===== src/rtl/thumb_instruction_decoder_unit_defines.svh =====
// Assertion macros used by the Thumb decoder top level.
`ifndef THUMB_INSTRUCTION_DECODER_UNIT_DEFINES_SVH
`define THUMB_INSTRUCTION_DECODER_UNIT_DEFINES_SVH

// Same-cycle implication, sampled on clk and disabled during reset.
`define TIDEC_ASSERT_IMP(lbl, ante, cons) \
    lbl: assert property (@(posedge clk) disable iff (!rst_n) (ante) |-> (cons)) \
        else $error("decoder check failed");

// Next-cycle implication, sampled on clk and disabled during reset.
`define TIDEC_ASSERT_NXT(lbl, ante, cons) \
    lbl: assert property (@(posedge clk) disable iff (!rst_n) (ante) |=> (cons)) \
        else $error("decoder check failed");

`endif


===== src/rtl/tidec_pkg.sv =====
// Types and constants shared by the Thumb instruction decoder.
package tidec_pkg;

    localparam logic [5:0] FORM_NONE      = 6'd0;
    localparam logic [5:0] FORM_LSL_IMM   = 6'd1;
    localparam logic [5:0] FORM_LSR_IMM   = 6'd2;
    localparam logic [5:0] FORM_ASR_IMM   = 6'd3;
    localparam logic [5:0] FORM_ADD_REG   = 6'd4;
    localparam logic [5:0] FORM_SUB_REG   = 6'd5;
    localparam logic [5:0] FORM_ADD_IMM3  = 6'd6;
    localparam logic [5:0] FORM_SUB_IMM3  = 6'd7;
    localparam logic [5:0] FORM_MOV_LOW   = 6'd8;
    localparam logic [5:0] FORM_MOV_IMM8  = 6'd9;
    localparam logic [5:0] FORM_ADD_HIGH  = 6'd13;
    localparam logic [5:0] FORM_MOV_HIGH  = 6'd14;
    localparam logic [5:0] FORM_CMP_HIGH  = 6'd15;
    localparam logic [5:0] FORM_BX        = 6'd16;
    localparam logic [5:0] FORM_BLX       = 6'd17;
    localparam logic [5:0] FORM_ADD_SP    = 6'd18;
    localparam logic [5:0] FORM_SUB_SP    = 6'd19;
    localparam logic [5:0] FORM_STR_IMM5  = 6'd20;
    localparam logic [5:0] FORM_LDR_IMM5  = 6'd21;
    localparam logic [5:0] FORM_STR_SP    = 6'd22;
    localparam logic [5:0] FORM_LDR_SP    = 6'd23;
    localparam logic [5:0] FORM_STM       = 6'd24;
    localparam logic [5:0] FORM_LDM       = 6'd25;
    localparam logic [5:0] FORM_POP       = 6'd26;
    localparam logic [5:0] FORM_STMDB     = 6'd27;
    localparam logic [5:0] FORM_PUSH      = 6'd28;
    localparam logic [5:0] FORM_LDMDB     = 6'd29;
    localparam logic [5:0] FORM_STRW_IMM  = 6'd30;
    localparam logic [5:0] FORM_LDRW_IMM  = 6'd31;
    localparam logic [5:0] FORM_LDRW_REG  = 6'd32;
    localparam logic [5:0] FORM_LDRT      = 6'd33;

    localparam logic [3:0] REG_SP = 4'd13;
    localparam logic [3:0] REG_PC = 4'd15;

    // Top bits of a halfword that opens a 32-bit instruction.
    localparam logic [3:0] PREFIX_F  = 4'hF;
    localparam logic [4:0] PREFIX_E8 = 5'b11101;

    typedef struct packed {
        logic [5:0]  form;
        logic [3:0]  dest_reg;
        logic [3:0]  base_reg;
        logic [3:0]  index_reg;
        logic [11:0] immediate;
        logic [1:0]  shift_amount;
        logic [15:0] reg_mask;
        logic        writeback;
    } dec_t;

    localparam dec_t DEC_ZERO = '0;

endpackage


===== src/rtl/tidec_narrow.sv =====
// Field decoder for 16-bit Thumb instructions.
module tidec_narrow (
    input  logic [15:0]   hw,
    output tidec_pkg::dec_t dec
);
    import tidec_pkg::*;

    logic [2:0] lo3;
    logic [2:0] mid3;
    logic [2:0] hi3;
    logic [4:0] op5;
    logic [3:0] op4;
    logic [3:0] rm4;
    logic [3:0] rdn4;
    logic [1:0] k2;

    assign lo3  = hw[2:0];
    assign mid3 = hw[5:3];
    assign hi3  = hw[8:6];
    assign op5  = hw[13:9];
    assign op4  = hw[9:6];
    assign rm4  = hw[6:3];
    assign rdn4 = {hw[7], hw[2:0]};
    assign k2   = hw[12:11];

    always_comb
    begin
        dec = DEC_ZERO;
        if (hw[15:14] == 2'b00)
        begin
            if (op5 <= 5'd11)
            begin
                dec.form      = (op5 <= 5'd3) ? FORM_LSL_IMM :
                                (op5 <= 5'd7) ? FORM_LSR_IMM : FORM_ASR_IMM;
                dec.dest_reg  = {1'b0, lo3};
                dec.base_reg  = {1'b0, mid3};
                dec.immediate = {7'd0, hw[10:6]};
            end
            else if (op5 <= 5'd15)
            begin
                dec.dest_reg = {1'b0, lo3};
                dec.base_reg = {1'b0, mid3};
                if (!op5[1])
                begin
                    dec.form      = op5[0] ? FORM_SUB_REG : FORM_ADD_REG;
                    dec.index_reg = {1'b0, hi3};
                end
                else if (hi3 == 3'd0)
                begin
                    dec.form = FORM_MOV_LOW;
                end
                else
                begin
                    dec.form      = op5[0] ? FORM_SUB_IMM3 : FORM_ADD_IMM3;
                    dec.immediate = {9'd0, hi3};
                end
            end
            else
            begin
                // MOVS, CMP, ADDS and SUBS with imm8 are consecutive codes.
                dec.form      = FORM_MOV_IMM8 + {4'd0, k2};
                dec.immediate = {4'd0, hw[7:0]};
                if (k2 == 2'd1)
                begin
                    dec.base_reg = {1'b0, hw[10:8]};
                end
                else
                begin
                    dec.dest_reg = {1'b0, hw[10:8]};
                end
            end
        end
        else if (hw[15:10] == 6'b010001)
        begin
            if (op4 <= 4'd3)
            begin
                dec.form      = FORM_ADD_HIGH;
                dec.dest_reg  = rdn4;
                dec.base_reg  = rdn4;
                dec.index_reg = rm4;
            end
            else if (op4 >= 4'd8 && op4 <= 4'd11)
            begin
                dec.form     = FORM_MOV_HIGH;
                dec.dest_reg = rdn4;
                dec.base_reg = rm4;
            end
            else if (op4 >= 4'd5 && op4 <= 4'd7)
            begin
                dec.form      = FORM_CMP_HIGH;
                dec.base_reg  = rdn4;
                dec.index_reg = rm4;
            end
            else if (op4 >= 4'd12)
            begin
                dec.form      = op4[1] ? FORM_BLX : FORM_BX;
                dec.index_reg = rm4;
            end
        end
        else if (hw[15:12] == 4'hB)
        begin
            if (hw[11:8] == 4'h0)
            begin
                dec.form      = hw[7] ? FORM_SUB_SP : FORM_ADD_SP;
                dec.dest_reg  = REG_SP;
                dec.base_reg  = REG_SP;
                dec.immediate = {3'd0, hw[6:0], 2'b00};
            end
        end
        else if (hw[15:12] == 4'h6)
        begin
            dec.form      = hw[11] ? FORM_LDR_IMM5 : FORM_STR_IMM5;
            dec.dest_reg  = {1'b0, lo3};
            dec.base_reg  = {1'b0, mid3};
            dec.immediate = {5'd0, hw[10:6], 2'b00};
        end
        else if (hw[15:12] == 4'h9)
        begin
            dec.form      = hw[11] ? FORM_LDR_SP : FORM_STR_SP;
            dec.dest_reg  = {1'b0, hw[10:8]};
            dec.base_reg  = REG_SP;
            dec.immediate = {2'd0, hw[7:0], 2'b00};
        end
    end

endmodule


===== src/rtl/tidec_wide.sv =====
// Field decoder for 32-bit Thumb instructions.
module tidec_wide (
    input  logic [31:0]   word,
    output tidec_pkg::dec_t dec
);
    import tidec_pkg::*;

    logic [1:0] op1;
    logic [1:0] opm;
    logic [3:0] rn;
    logic [3:0] rt;
    logic       load;

    assign op1  = word[28:27];
    assign opm  = word[24:23];
    assign rn   = word[19:16];
    assign rt   = word[15:12];
    assign load = word[20];

    always_comb
    begin
        dec = DEC_ZERO;
        if (op1 == 2'd1)
        begin
            // Load/store multiple: op2 bits 6, 5 and 2 clear.
            if (!word[26] && !word[25] && !word[22] && (opm == 2'd1 || opm == 2'd2))
            begin
                if (opm == 2'd1)
                begin
                    dec.form = !load ? FORM_STM : ((rn != REG_SP) ? FORM_LDM : FORM_POP);
                end
                else
                begin
                    dec.form = load ? FORM_LDMDB : ((rn != REG_SP) ? FORM_STMDB : FORM_PUSH);
                end
                dec.base_reg  = rn;
                dec.reg_mask  = word[15:0];
                dec.writeback = word[21];
            end
        end
        else if (op1 == 2'd3)
        begin
            if (word[26:24] == 3'd0 && !word[20])
            begin
                if (word[23:21] == 3'd6)
                begin
                    dec.form      = FORM_STRW_IMM;
                    dec.dest_reg  = rt;
                    dec.base_reg  = rn;
                    dec.immediate = word[11:0];
                end
            end
            else if (word[26:25] == 2'd0 && word[22:20] == 3'b101)
            begin
                dec.dest_reg = rt;
                dec.base_reg = rn;
                if (opm == 2'd1 || rn == REG_PC)
                begin
                    dec.form      = FORM_LDRW_IMM;
                    dec.immediate = word[11:0];
                end
                else if (word[11:6] == 6'd0)
                begin
                    dec.form         = FORM_LDRW_REG;
                    dec.index_reg    = word[3:0];
                    dec.shift_amount = word[5:4];
                end
                else
                begin
                    dec.form      = FORM_LDRT;
                    dec.immediate = {4'd0, word[7:0]};
                end
            end
        end
    end

endmodule


===== src/rtl/thumb_instruction_decoder_unit.sv =====
// Thumb instruction decoder top level: prefix pairing, input and result registers.
//
//   channel | signals                          | direction
//   input   | in_valid, in_stall, halfword     | halfwords in program order
//   output  | out_valid, out_stall, form..raw  | one decoded instruction per transaction
//
// One halfword is taken every cycle while the result side keeps up.
// A 32-bit prefix halfword is held and gives no transaction of its own.
// A result passes the input register, then the field decoders and the result register.
// Reset clears the held prefix and both valid flags; a stall backs up one stage at a time.
`include "thumb_instruction_decoder_unit_defines.svh"

module thumb_instruction_decoder_unit (
    input  logic        clk,
    input  logic        rst_n,
    input  logic        in_valid,
    output logic        in_stall,
    input  logic [15:0] halfword,
    output logic        out_valid,
    input  logic        out_stall,
    output logic [5:0]  form,
    output logic        wide,
    output logic [3:0]  dest_reg,
    output logic [3:0]  base_reg,
    output logic [3:0]  index_reg,
    output logic [11:0] immediate,
    output logic [1:0]  shift_amount,
    output logic [15:0] reg_mask,
    output logic        writeback,
    output logic [31:0] raw_word
);
    import tidec_pkg::*;

    logic        held_valid_reg;
    logic        held_valid_next;
    logic [15:0] held_hw_reg;
    logic        s1_valid_reg;
    logic        s1_valid_next;
    logic [31:0] s1_word_reg;
    logic        s1_wide_reg;
    logic        out_valid_reg;
    logic        out_valid_next;
    dec_t        out_dec_reg;
    logic        out_wide_reg;
    logic [31:0] out_raw_reg;

    logic in_acc;
    logic s1_load;
    logic out_load;
    logic is_prefix;
    logic fields_clear;
    dec_t narrow_dec;
    dec_t wide_dec;
    dec_t sel_dec;

    assign out_load  = s1_valid_reg && (!out_valid_reg || !out_stall);
    assign s1_load   = !s1_valid_reg || out_load;
    assign in_stall  = !s1_load;
    assign in_acc    = in_valid && s1_load;
    assign is_prefix = (halfword[15:12] == PREFIX_F) || (halfword[15:11] == PREFIX_E8);

    tidec_narrow u_narrow (
        .hw  (s1_word_reg[15:0]),
        .dec (narrow_dec)
    );

    tidec_wide u_wide (
        .word (s1_word_reg),
        .dec  (wide_dec)
    );

    assign sel_dec = s1_wide_reg ? wide_dec : narrow_dec;

    always_comb
    begin
        held_valid_next = held_valid_reg;
        s1_valid_next   = out_load ? 1'b0 : s1_valid_reg;
        if (in_acc)
        begin
            // A held prefix is completed by whatever halfword follows it.
            held_valid_next = !held_valid_reg && is_prefix;
            s1_valid_next   = held_valid_reg || !is_prefix;
        end
        out_valid_next = out_load || (out_valid_reg && out_stall);
    end

    always_ff @(posedge clk or negedge rst_n)
    begin
        if (!rst_n)
        begin
            held_valid_reg <= 1'b0;
            s1_valid_reg   <= 1'b0;
            out_valid_reg  <= 1'b0;
        end
        else
        begin
            held_valid_reg <= held_valid_next;
            s1_valid_reg   <= s1_valid_next;
            out_valid_reg  <= out_valid_next;
        end
    end

    always_ff @(posedge clk)
    begin
        if (in_acc)
        begin
            held_hw_reg <= halfword;
            s1_wide_reg <= held_valid_reg;
            s1_word_reg <= held_valid_reg ? {held_hw_reg, halfword} : {16'd0, halfword};
        end
        if (out_load)
        begin
            out_dec_reg  <= sel_dec;
            out_wide_reg <= s1_wide_reg;
            out_raw_reg  <= s1_word_reg;
        end
    end

    assign out_valid    = out_valid_reg;
    assign form         = out_dec_reg.form;
    assign wide         = out_wide_reg;
    assign dest_reg     = out_dec_reg.dest_reg;
    assign base_reg     = out_dec_reg.base_reg;
    assign index_reg    = out_dec_reg.index_reg;
    assign immediate    = out_dec_reg.immediate;
    assign shift_amount = out_dec_reg.shift_amount;
    assign reg_mask     = out_dec_reg.reg_mask;
    assign writeback    = out_dec_reg.writeback;
    assign raw_word     = out_raw_reg;

    assign fields_clear = (dest_reg == 4'd0) && (immediate == 12'd0) && (reg_mask == 16'd0);

    `TIDEC_ASSERT_NXT(a_prefix_held, in_acc && !held_valid_reg && is_prefix, held_valid_reg)
    `TIDEC_ASSERT_NXT(a_paired, in_acc && held_valid_reg, !held_valid_reg && s1_valid_reg && s1_wide_reg)
    `TIDEC_ASSERT_IMP(a_stall_full, in_stall, s1_valid_reg && out_valid_reg)
    `TIDEC_ASSERT_IMP(a_narrow_codes, out_valid_reg && !out_wide_reg, form <= FORM_LDR_SP)
    `TIDEC_ASSERT_IMP(a_wide_codes, out_valid_reg && out_wide_reg && (form != FORM_NONE), form >= FORM_STM)
    `TIDEC_ASSERT_IMP(a_unknown_clear, out_valid_reg && (form == FORM_NONE), fields_clear)

endmodule


===== config.mk =====
export PLATFORM = sky130hd
export DESIGN_NAME = thumb_instruction_decoder_unit
export DESIGN_NICKNAME = d
export VERILOG_FILES = /design/src/rtl/tidec_pkg.sv /design/src/rtl/tidec_narrow.sv /design/src/rtl/tidec_wide.sv /design/src/rtl/thumb_instruction_decoder_unit.sv
export VERILOG_INCLUDE_DIRS = /design/src /design/src/rtl
export SDC_FILE = /design/constraint.sdc
export NUM_CORES = 1
export LEC_CHECK = 0
export ABC_AREA = 1
export BUFFER_PORTS_ARGS = -buffer_cell sky130_fd_sc_hd__clkbuf_2
export CAP_MARGIN = 25
export CORE_UTILIZATION = 53
export DETAILED_ROUTE_END_ITERATION = 8
export GPL_ROUTABILITY_DRIVEN = 0
export PLACE_DENSITY = 0.73
export SLEW_MARGIN = 20
export SYNTH_ARGS = -nofsm -noshare
export SYNTH_HDL_FRONTEND = slang
export SYNTH_HIERARCHICAL = 1
export SYNTH_SLANG_ARGS = --single-unit

===== constraint.sdc =====
create_clock -name clk -period 6.2 [get_ports clk]
set_clock_uncertainty 0.05 [all_clocks]
set_input_delay 0.93 -clock clk [delete_from_list [all_inputs] [get_ports clk]]
set_output_delay 0.93 -clock clk [all_outputs]
set_load 0.01 [all_outputs]

# Word-level counts from Yosys, hierarchy flattened
# Index checks and enable logic that the tools add are counted.
[word_totals]
reg_bits = 134
word_cells = 159
rom_bits = 0
output_inout_bits = 84
latch_bits = 0
mem_count = 0
inputBits = 20
ramBits = 0
[classes]
n_mux = 75
reduce_logical = 37
eq_ne = 15
div_mod_pow = 0
order_cmp = 10
mul = 0
addsub = 1
n_bitwise = 4
shifts = 0
[ops]
columns = ["op", "n"]
rows = [
  ["$mux 14", 8],
  ["$mux 12", 9],
  ["$mux 6", 12],
  ["$mux 32", 2],
  ["$mux 4", 14],
  ["$mux 49", 1],
  ["$mux 18", 2],
  ["$mux 17", 2],
  ["$mux 30", 1],
  ["$mux 3", 6],
  ["$eq 4x4->1 const B", 4],
  ["$mux 13", 1],
  ["$logic_and 1x1->1", 11],
  ["$le 5x4->1 const B", 2],
  ["$logic_not 1->1", 10],
  ["$mux 1", 10],
  ["$mux 10", 1],
  ["$mux 9", 1],
  ["$ge 4x4->1 const B", 2],
  ["$mux 2", 4],
  ["$mux 8", 1],
  ["$logic_or 1x1->1", 7],
  ["$reduce_or 7->1", 1],
  ["$eq 2x1->1 const B", 3],
  ["other kinds (20)", 27],
]

# Longest topological paths before layout
[logic_depth]
ltp_word = 8
depth_mapped = 11
ltp_nobuf = 11

# By module
# Netlist, hierarchy kept.
[by_module_without_submodules]
columns = ["module", "area_per_inst_um2", "cells_per_inst", "seq_area_each_um2", "n_inst"]
rows = [
  ["thumb_instruction_decoder_unit", 4376.7, 226, 3528.4, 1],
  ["tidec_narrow", 1286.2, 257, 0.0, 1],
  ["tidec_wide", 832.0, 169, 0.0, 1],
]

# Worst setup path after synthesis
# OpenSTA, ideal clock, no wires.
[synth_timing]
path_kind = "in2reg"
from = "input port out_stall"
to = "register out_dec_reg, in the netlist base_reg[0], enable pin"
cell_stages = 1
arrival_time_ns = 4.919
setup_ns = 0.549
slack_ns = 0.682
n_path_buf = 0
required_time_ns = 5.601
cell_sequence = "a21oi_1"
[synth_between]
elab_chain_len = 3
[synth_lines]
columns = ["item", "line_no", "text"]
rows = [
  ["start, declared", "thumb_instruction_decoder_unit.sv:20", "input logic out_stall,"],
  ["$logic_not 1->1", "thumb_instruction_decoder_unit.sv:56", "assign out_load = s1_valid_reg && (!out_valid_reg || !out_stall);"],
  ["$logic_or 1x1->1", "thumb_instruction_decoder_unit.sv:56", ""],
  ["$logic_and 1x1->1", "thumb_instruction_decoder_unit.sv:56", ""],
  ["end signal, assigned", "thumb_instruction_decoder_unit.sv:113", "out_dec_reg <= sel_dec;"],
  ["end, declared", "thumb_instruction_decoder_unit.sv:43", "dec_t out_dec_reg;"],
]
# No other way between the ends.
# A chain may end at the register's enable or synchronous reset.

==> results_dict.tcl <==
set metrics [dict create \
    place_area_um2 6999 \
    fin_tns_setup_ns 0 \
    grt_pass1_vias 4889 \
    worstPathCellList "nand3_1 > o21ai_1 > nand2_1 > nand2_1 > nand2_1 > nand2_1 > nand2_1 > mux2_4" \
    cts_tree "yes" \
    synth_area_um2 6495 \
    post_cts_buffers 0 \
    syn_to_final_growth_pct 18.01 \
    gr-total-overflow 0 \
    r2r-end "base_reg[1]$_DFFE_PP_" \
    crit_path_end_kind "flop" \
    clock_latency_ns 0.41 \
    dp.cells 887 \
    synth-seq-area-share_pct 54.32 \
    critPathLaunch "held_hw_reg[10]$_DFFE_PP_" \
    synth_top_area_share_pct 53.17 \
    antenna_cells 0 \
    cap_violations 0 \
    nFillCells 933 \
    worst_pin_slew_ns 0.8833 \
    yosysWarnings 6 \
    ys_top_cells_by_area "edfxtp_1 53%, nand2_1 8.1%, mux2_2 6.8%, inv_1 4.9%, nor2_1 4.1%" \
    rows 40 \
    dr.pass1.iters 5 \
    nets 786 \
    grt_max_degree 51 \
    root_buffer "clkbuf_16" \
    crit_arrival_ns 3.08 \
    route.detailed.drc 0 \
    syn_inst 652 \
    stdcell_count 921 \
    cts.sinks 118 \
    drv_slew 0 \
    final.min_clock_period_ns 2.974 \
    grt_usage_pct 25.20 \
    vias_per_cell 5.459 \
    slew-limit-headroom_pct 40.72 \
    syn_avg_cell_area_um2 9.962 \
    final_cell_mix "140 x nand2_1, 115 x edfxtp_1, 103 x clkbuf_2, 85 x inv_1, 71 x nor2_1" \
    grt_pass1_wl_um 24140 \
    drive_gt1_share_pct 28.94 \
    vias 5028 \
    finalSetupViolCount 0 \
    max_clock_freq_mhz 336.3 \
    hold_slack_ns 0.2516 \
    ctsHoldBuffers 0 \
    cts_buffer_depth 2 \
    p_total_mw 2.387 \
    cpMostUsedCell "nand2_1" \
    outcome "complete, no violations" \
    finalInstanceArea_um2 7665 \
    ys_ff_latch 118 \
    die_w_um 112.7 \
    r2r-start "held_hw_reg[10]$_DFFE_PP_" \
    period_share_pct 47.97 \
    portBuffers 103 \
    finalHoldViolations 0 \
    critical_path_class "reg -> reg" \
    critPathCapture "base_reg[1]$_DFFE_PP_" \
    ios 104 \
    core_region_area_um2 11960 \
    drt-total-wl_um 15170 \
    grt_antenna_before_repair 0 \
    reg2reg_depth 8 \
    detail-route-antenna-nets 0 \
    p_leak_nw 3.580 \
    powerDensity_nw_per_um2 311.4 \
    rsz0062_at_grt "false" \
    htreeDepth 4 \
    synth.largest_area_cell "edfxtp_1" \
    largest_reg_flops 32 \
    path_clk_slew_ns 0.05 \
    numCtsBuffers 17 \
    cpMaxStageDelayCell "edfxtp_1" \
    crit_path_start_kind "flop" \
    routedWlPerCell_um 16.47 \
    cts_resized 0 \
    start_util_pct 54.30 \
    cpPeakStageDelay_ns 0.76 \
    die_h_um 112.7 \
    layout_commonest_cell "nand2_1" \
    vdd_drop_max_mv 0.1575 \
    cp_data_required_time_ns 6.31 \
    fp.dieArea_um2 12700 \
    hp-class "in -> async" \
    drt_iter0_drc 688 \
    dp_hpwl_um 10330 \
    rrSetupSlack_ns 3.23 \
    synthDistinctLibCells 34 \
    crit_fanout 18 \
]
kinds of logic (layout without fill, tap and decap cells):
group | after synthesis | in the layout | share of synthesized area [%]
simple gates | 311 | 311 | 22.42
buf+inv | 130 | 231 | 10.04
flops | 118 | 118 | 54.32
mux | 49 | 49 | 9.073
compound gates | 38 | 38 | 3.121
fa+ha+maj | 5 | 5 | 0.9632
other cells | 1 | 22 | 0.05774
stage by stage:
stage | util (%) | setup slack [ns]
after floorplan | - | 0.6817
after global placement | 58.51 | 3.225
after detailed placement | 58.51 | 3.134
after CTS | 63.79 | 3.380
after global routing | 64.08 | 3.172
final | 64.08 | 3.226
synthesized netlist by cell type (all sizes together):
cell / instances
inv: 91
o22ai: 3
o211ai: 1
edfxtp: 115
nand3b: 3
o31ai: 1
nand4: 14
nand3: 52
nor2: 87
buf: 36
a21oi: 6
nand2: 151
o21ai: 27
clkbuf: 3
mux2: 49
ha: 5
nor3: 4
dfrtp: 3
conb: 1
power breakdown:
group | internal [mW] | switching, mW | total (mW)
clock | 0.704 | 0.333 | 1.04
sequential | 0.981 | 0.0589 | 1.04
combinational | 0.110 | 0.199 | 0.309
worst min path at each step:
stage,from,endpoint,cells after the start
6_report,rst_n,held_valid_reg$_DFFE_PN0P_,1
5_1_grt,rst_n,held_valid_reg$_DFFE_PN0P_,1
4_1_cts,rst_n,held_valid_reg$_DFFE_PN0P_,1
3_5_place_dp,s1_word_reg[31]$_SDFFCE_PN0P_,raw_word[31]$_DFFE_PP_,0
3_3_place_gp,s1_word_reg[31]$_SDFFCE_PN0P_,raw_word[31]$_DFFE_PP_,0
2_1_floorplan,s1_word_reg[29]$_SDFFCE_PN0P_,raw_word[29]$_DFFE_PP_,0
worst max-delay path, delay by kind of cell (launching register included):
| kind | cells | cell delay [ns] |
|---|---|---|
| AOI/OAI and AO/OA | 1 | 0.75 |
| muxes | 1 | 0.26 |
| and+or+nand+nor | 6 | 0.90 |
| DFF | 1 | 0.76 |
routing by layer:
layer	up-vias	part of all wire, %	GRT usage [%]
li1	2342	-	-
met3	60	9.4	6.267
met5	-	0	0
met4	0	3.8	12.09
met2	310	48	41.28
met1	2316	39	31.45
final cells by class:
type | instances | area, um2 | area share (%)
Sequential cell | 118 | 3528 | 46.03
Clock inverter | 8 | 148.9 | 1.943
Multi-Input combinational cell | 425 | 2405 | 31.37
Timing Repair Buffer | 108 | 573.1 | 7.476
Tap cell | 147 | 183.9 | 2.400
Clock buffer | 24 | 481.7 | 6.285
Inverter | 91 | 344.1 | 4.489
No activity file was read; power rests on OpenSTA's default activity.
